### config.mk
export PLATFORM = sky130hd
export DESIGN_NAME = sdst_ctrl
export DESIGN_NICKNAME = d
export VERILOG_FILES = /design/src/sv/storage_disk_select_table_defines.svh /design/src/sv/sdst_pkg.sv /design/src/sv/sdst_ctrl.sv
export SDC_FILE = /design/constraint.sdc
export NUM_CORES = 1
export LEC_CHECK = 0
export BUFFER_PORTS_ARGS = -buffer_cell sky130_fd_sc_hd__buf_2
export CAP_MARGIN = 30
export CORE_AREA = 2 2 39 41
export DETAILED_ROUTE_END_ITERATION = 6
export DIE_AREA = 0 0 41 43
export PLACE_DENSITY = 0.46
export RECOVER_POWER = 25
export SLEW_MARGIN = 10
export SYNTH_ARGS = -nofsm -noshare
export SYNTH_HDL_FRONTEND = slang
export SYNTH_SLANG_ARGS = --single-unit
### constraint.sdc
create_clock -name clk -period 3.45 [get_ports clk]
set_input_delay 0.69 -clock clk [delete_from_list [all_inputs] [get_ports clk]]
set_output_delay 0.69 -clock clk [all_outputs]
set_load 0.05 [all_outputs]
### src/sv/storage_disk_select_table_defines.svh
// ---------------------------------------------------------------------------
// Assertion macros for the disk selection table
// ---------------------------------------------------------------------------
`ifndef STORAGE_DISK_SELECT_TABLE_DEFINES_SVH
`define STORAGE_DISK_SELECT_TABLE_DEFINES_SVH
`ifndef ASSERT_OFF
`define SDST_ASSERT(lbl, prop, msg) \
    lbl: assert property (@(posedge clk) disable iff (!rst_n) (prop)) else $error(msg);
`define SDST_ASSERT_NEXT(lbl, ante, cons, msg) \
    lbl: assert property (@(posedge clk) disable iff (!rst_n) (ante) |=> (cons)) else $error(msg);
`else
`define SDST_ASSERT(lbl, prop, msg)
`define SDST_ASSERT_NEXT(lbl, ante, cons, msg)
`endif
`endif

### src/sv/sdst_pkg.sv
// ---------------------------------------------------------------------------
// sdst_pkg
// Types and constants shared by the disk selection table modules.
// ---------------------------------------------------------------------------
`timescale 1ns / 1ps

package sdst_pkg;

    localparam int FUNC_W  = 4;
    localparam int NUM_W   = 5;
    localparam int AMT_W   = 48;
    localparam int CAP_W   = 48;
    localparam int FREE_W  = 50;
    localparam int PEND_W  = 16;
    localparam int FC_W    = 32;
    localparam int FD_W    = 17;
    localparam int ST_W    = 2;
    localparam int MFS_W   = 41;
    localparam int WPD_W   = 8;
    localparam int THR_W   = 7;
    localparam int PROD_W  = 57;
    localparam int ROOM_W  = 59;
    localparam int TCAP_W  = 52;
    localparam int TUSED_W = 54;
    localparam int CFG_IDX_W = 2;
    localparam int CFG_DAT_W = 41;

    localparam logic [FUNC_W-1:0] FN_CLEAR   = 4'd0;
    localparam logic [FUNC_W-1:0] FN_LOAD    = 4'd1;
    localparam logic [FUNC_W-1:0] FN_PICK_W  = 4'd2;
    localparam logic [FUNC_W-1:0] FN_PICK_M  = 4'd3;
    localparam logic [FUNC_W-1:0] FN_USED    = 4'd4;
    localparam logic [FUNC_W-1:0] FN_RELEASE = 4'd5;
    localparam logic [FUNC_W-1:0] FN_SHRINK  = 4'd6;
    localparam logic [FUNC_W-1:0] FN_FILES   = 4'd7;
    localparam logic [FUNC_W-1:0] FN_STATUS  = 4'd8;
    localparam logic [FUNC_W-1:0] FN_QUERY   = 4'd9;
    localparam logic [FUNC_W-1:0] FN_TOTALS  = 4'd10;

    localparam logic [CFG_IDX_W-1:0] CFG_MFS     = 2'd0;
    localparam logic [CFG_IDX_W-1:0] CFG_WRITERS = 2'd1;
    localparam logic [CFG_IDX_W-1:0] CFG_THR     = 2'd2;

    localparam logic [ST_W-1:0] ST_NORMAL = 2'd0;

    localparam logic [MFS_W-1:0] MFS_RESET = 41'd268435456;
    localparam logic [WPD_W-1:0] WPD_RESET = 8'd1;
    localparam logic [THR_W-1:0] THR_RESET = 7'd80;

    localparam logic [PEND_W-1:0] PEND_MAX = '1;
    localparam logic signed [FC_W-1:0] FC_MAX = 32'sh7fff_ffff;
    localparam logic signed [FC_W-1:0] FC_MIN = 32'sh8000_0000;
    localparam logic signed [FREE_W-1:0] FREE_MAX = {1'b0, {(FREE_W-1){1'b1}}};
    localparam logic signed [FREE_W-1:0] FREE_MIN = {1'b1, {(FREE_W-1){1'b0}}};
    localparam logic signed [TUSED_W-1:0] TUSED_MAX = {1'b0, {(TUSED_W-1){1'b1}}};
    localparam logic signed [TUSED_W-1:0] TUSED_MIN = {1'b1, {(TUSED_W-1){1'b0}}};
    localparam logic [TCAP_W-1:0] TCAP_MAX = '1;

    // controller to datapath
    typedef struct packed {
        logic capture;
        logic walk_init;
        logic rd_walk;
        logic mul;
        logic room;
        logic eval;
        logic rd_target;
        logic fin;
    } sdst_cmd_t;

    // datapath to controller
    typedef struct packed {
        logic walk_op;
        logic count_zero;
        logic walk_last;
        logic out_free;
    } sdst_stat_t;

endpackage

### src/sv/sdst_ctrl.sv
// ---------------------------------------------------------------------------
// sdst_ctrl
// Sequencer: capture, table walk (read, multiply, room, evaluate), finish.
// ---------------------------------------------------------------------------
`timescale 1ns / 1ps

module sdst_ctrl
(
    input  logic                clk,
    input  logic                rst_n,
    input  logic                in_valid,
    output logic                in_stall,
    input  sdst_pkg::sdst_stat_t stat,
    output sdst_pkg::sdst_cmd_t  cmd
);

    localparam logic [2:0] S_IDLE  = 3'd0;
    localparam logic [2:0] S_START = 3'd1;
    localparam logic [2:0] S_RD    = 3'd2;
    localparam logic [2:0] S_MUL   = 3'd3;
    localparam logic [2:0] S_ROOM  = 3'd4;
    localparam logic [2:0] S_EVAL  = 3'd5;
    localparam logic [2:0] S_POST  = 3'd6;
    localparam logic [2:0] S_FIN   = 3'd7;

    logic [2:0] state_reg;
    logic [2:0] state_next;

    assign in_stall = (state_reg != S_IDLE);

    always_comb
    begin
        cmd        = '0;
        state_next = state_reg;
        case (state_reg)
            S_IDLE:
            begin
                if (in_valid)
                begin
                    cmd.capture = 1'b1;
                    state_next  = S_START;
                end
            end
            S_START:
            begin
                cmd.walk_init = 1'b1;
                state_next = (stat.walk_op && !stat.count_zero) ? S_RD : S_POST;
            end
            S_RD:
            begin
                cmd.rd_walk = 1'b1;
                state_next  = S_MUL;
            end
            S_MUL:
            begin
                cmd.mul    = 1'b1;
                state_next = S_ROOM;
            end
            S_ROOM:
            begin
                cmd.room   = 1'b1;
                state_next = S_EVAL;
            end
            S_EVAL:
            begin
                cmd.eval   = 1'b1;
                state_next = stat.walk_last ? S_POST : S_RD;
            end
            S_POST:
            begin
                cmd.rd_target = 1'b1;
                state_next    = S_FIN;
            end
            S_FIN:
            begin
                if (stat.out_free)
                begin
                    cmd.fin    = 1'b1;
                    state_next = S_IDLE;
                end
            end
            default:
            begin
                state_next = S_IDLE;
            end
        endcase
    end

    always_ff @(posedge clk or negedge rst_n)
    begin
        if (!rst_n)
            state_reg <= S_IDLE;
        else
            state_reg <= state_next;
    end

endmodule

# Word-level counts from Yosys, hierarchy flattened
# Cells that the tools add are included.
totals:
  reg_bits: 3
  elab_cells: 30
classes:
  n_eq_ne: 9
  muxes: 15
  reduce_logical: 5
op_table:
  columns: ["operator", "count"]
  rows:
  - ["3-bit case mux with 8 select lines", 1]
  - ["3-bit equality test, second input constant", 4]
  - ["3-bit 2-to-1 mux", 4]
  - ["1-bit 2-to-1 mux", 10]
  - ["3-bit by 2-bit equality test with 1-bit output, second input constant", 2]
  - ["2-bit inequality test, second input constant", 2]
  - ["3-bit by 1-bit equality test with 1-bit output, second input constant", 1]
  - ["3-bit zero test", 1]
  - ["3-bit nonzero test", 1]
  - ["2-bit AND reduction", 1]
  - ["1-bit logical AND", 1]
  - ["1-bit zero test", 1]

# Logic depth before layout (Yosys ltp)
logic_depth:
  ltp_word: 4
  depth_mapped: 4
  depth_no_buf: 3

# Worst setup path before layout
# Ideal clock, no wire load.
synth_timing:
  path_kind: "reg-to-output"
  startpoint: "register state_reg[0]"
  endpoint: "output port cmd[1] (netlist name)"
  t_arrival_ps: 1681
  required_time_ps: 2760
  slack_ps: 1079
  stages_incl_launch_ff: 3
  n_path_buf: 1
  path_cell_list: "dfrtp_1 buf_4 nor3b_1"
synth_rtl:
  columns: ["element", "line", "text"]
  rows:
  - ["start: declaration", "sdst_ctrl.sv:26", "logic [2:0] state_reg;"]
  - ["start signal: assignment", "sdst_ctrl.sv:94", "state_reg <= state_next;"]
  - ["end: declaration", "sdst_ctrl.sv:14", "output sdst_pkg::sdst_cmd_t cmd"]

==> flow_summary_export.csv <==
group,metric,value,unit
outcome,outcome,"finished clean",
logic_synthesis,syn_area_per_cell,8.85,sq um
final_layout,seq_area,75.1,sq um
critical_path,crit_start,"state_reg[1]",
placed_design,dp_cells,55,
timing,relSlewSlack,78.0,%
critical_path,crit_fanout,11,
power_and_ir_drop,cellLeakagePower,0.162,nW
detailed_routing,postRouteWirelength,566,microns
floorplanning,coreArea,1380,sq um
global_routing,antenna_found_initial,0,
final_layout,final_cell_mix,"14 x buf_2, 4 x nor2_1, 3 x nor3b_1, 3 x clkbuf_4, 3 x dfrtp_1",
flow_run,maxCapViolations,0,
detailed_routing,remaining_drc_errors,0,
global_routing,first_global_vias,226,
placed_design,gp_congestion,0.681,
timing,skew,0.00144,ns
clock_tree,cts_buffer_depth,2,
floorplanning,die_x,41,microns
floorplanning,rows,14,
power_and_ir_drop,irDropWorstVdd,396,uV
timing,finalHoldViolCount,0,
global_routing,grtUsageTotal,8.73,%
critical_path,r2r-start,"state_reg[2]",
floorplanning,die_h,43,microns
clock_tree,clkTransAtPathRegs,0.04,ns
critical_path,crit_path_start_kind,"register",
timing,min_period,2.16,ns
logic_synthesis,synthDistinctLibCells,16,
clock_tree,cts_setup_buffers,0,
clock_tree,cts_buffers,3,
logic_synthesis,ys_seq_area_share,31.4,%
floorplanning,num_io_pins,16,
critical_path,reg2reg_to,"state_reg[2]",
timing,timing.hold.ws,0.257,ns
timing,slew_violations,0,
timing,finalSetupTns,0,ns
detailed_routing,dr.pass1.iters,1,
clock_tree,cts_resized,0,
global_routing,grt_max_degree,12,
detailed_routing,post_drt_wl_per_cell,9.59,microns
clock_tree,cts_tree,"done",
worst_hold_path,hp-class,"input pin to async pin",
critical_path,end_kind,"primary output",
timing,tightest_slew,0.330,ns
floorplanning,start_util,17.3,%
detailed_routing,drtIter0Drc,0,
final_layout,nets,51,
final_layout,final_cells,59,
power_and_ir_drop,total_power,0.000384,W
detailed_routing,vias,247,
logic_synthesis,synth_area,239,sq um
final_layout,syn2layout_area_growth,37.7,%
clock_tree,ctsHtreeMaxLevel,1,
final_layout,multi_input_area,126,sq um
clock_tree,clk-insertion-delay-late,0.23,ns
placed_design,port_buffers,15,
detailed_routing,routed_via_density,4.19,
placed_design,dpl.hpwl,429,microns
final_layout,layout_commonest_cell,"buf_2",
global_routing,grt_pass1_wl,945,microns
clock_tree,postCtsHoldBufs,0,
logic_synthesis,synthCells,27,
critical_path,worst_ep_required_time,2.76,ns
detailed_routing,ant_nets,0,
critical_path,worstRegToRegCells,3,
final_layout,drive_gt1_share,48.8,%
timing,fin_crit_sh,62.7,%
power_and_ir_drop,p_per_area,1170,nW/um^2
clock_tree,cts_sinks,3,
timing,rsz0062_at_grt,"false",
critical_path,r2r_slack,2.33,ns
global_routing,grt_overflow_total,0,
logic_synthesis,yosys_register_bits,3,
timing,max_freq,0.462,GHz
final_layout,num_antenna_cells,0,
timing,setup_ws,1.29,ns
logic_synthesis,ys_warn_count,0,
placed_design,dpl_worst_slack,1.49,ns
floorplanning,dieArea,1760,sq um
critical_path,arrival,1.47,ns
timing,setup_viol,0,
final_layout,largest_register_ff_count,3,
clock_tree,cts_root_buf,"clkbuf_4",
logic_synthesis,syn_nets,34,
final_layout,fillerInstances,165,
critical_path,critPathKind,"register to primary output",
[stage by stage]
step                      utilization [%]  cell area [sq um]
after global routing                 23.8                329
after detailed placement             22.0                304
after CTS                            23.9                330
after global placement               22.0                304
final                                23.8                329
after floorplan                         -                239
[cell families (layout without fill, tap and decap cells)]
family          count (synthesis)  after routing  share of synthesized area [%]
flops                           3              3                           31.4
compound gates                  2              2                           7.33
mux                             1              1                           4.71
simple gates                   16             16                           40.8
buf+inv                         5             21                           15.7
[synthesized netlist by cell type, drive strengths merged]
cell     count  area, sq um
nor2         5         21.3
inv          2         7.51
nor3         1         5.00
and2         1         6.26
nor4b        2         17.5
mux2         1         11.3
nand2        2         7.51
nor4         1         6.26
o2bb2ai      1         8.76
buf          3         30.0
o21ai        1         8.76
or3          1         11.3
nor3b        3         22.5
dfrtp        3         75.1
[how the worst max path moves through the flow]
| stage | cells past startpoint | slack [ns] | to |
|---|---|---|---|
| after floorplan | 2 | 1.08 | cmd[1] |
| after global placement | 4 | 1.49 | cmd[0] |
| after detailed placement | 4 | 1.49 | cmd[0] |
| after CTS | 3 | 1.27 | cmd[7] |
| after global routing | 3 | 1.18 | cmd[7] |
| final | 3 | 1.29 | cmd[7] |
[worst max-delay path: stages, from the launching register on]
cell and delay (ns):
dfrtp_1 0.48, or3_4 0.43, nor2_2 0.07, buf_2 0.25
[area by class of cell]
cell class / count / share of cell area, %
clock buffers: 4 / 7.98
inverters: 2 / 2.28
flip-flops and latches: 3 / 22.8
repair buffers: 15 / 22.4
multi-input cells: 19 / 38.4
well taps: 16 / 6.08
[routing by layer]
metal	wire, microns	share of wire, %	global-route usage (%)
met2	250	44	10.0
met5	0	0	0
met4	19	3.4	8.00
met1	239	42	9.62
met3	56	9.9	6.81
[power breakdown]
| part | internal (W) | switching, W | total [W] |
|---|---|---|---|
| clock network | 0.0000434 | 0.0000194 | 0.0000629 |
| logic | 0.0000664 | 0.000159 | 0.000225 |
| registers | 0.0000528 | 0.0000433 | 0.0000962 |
Power figures use the tool's default switching activity.
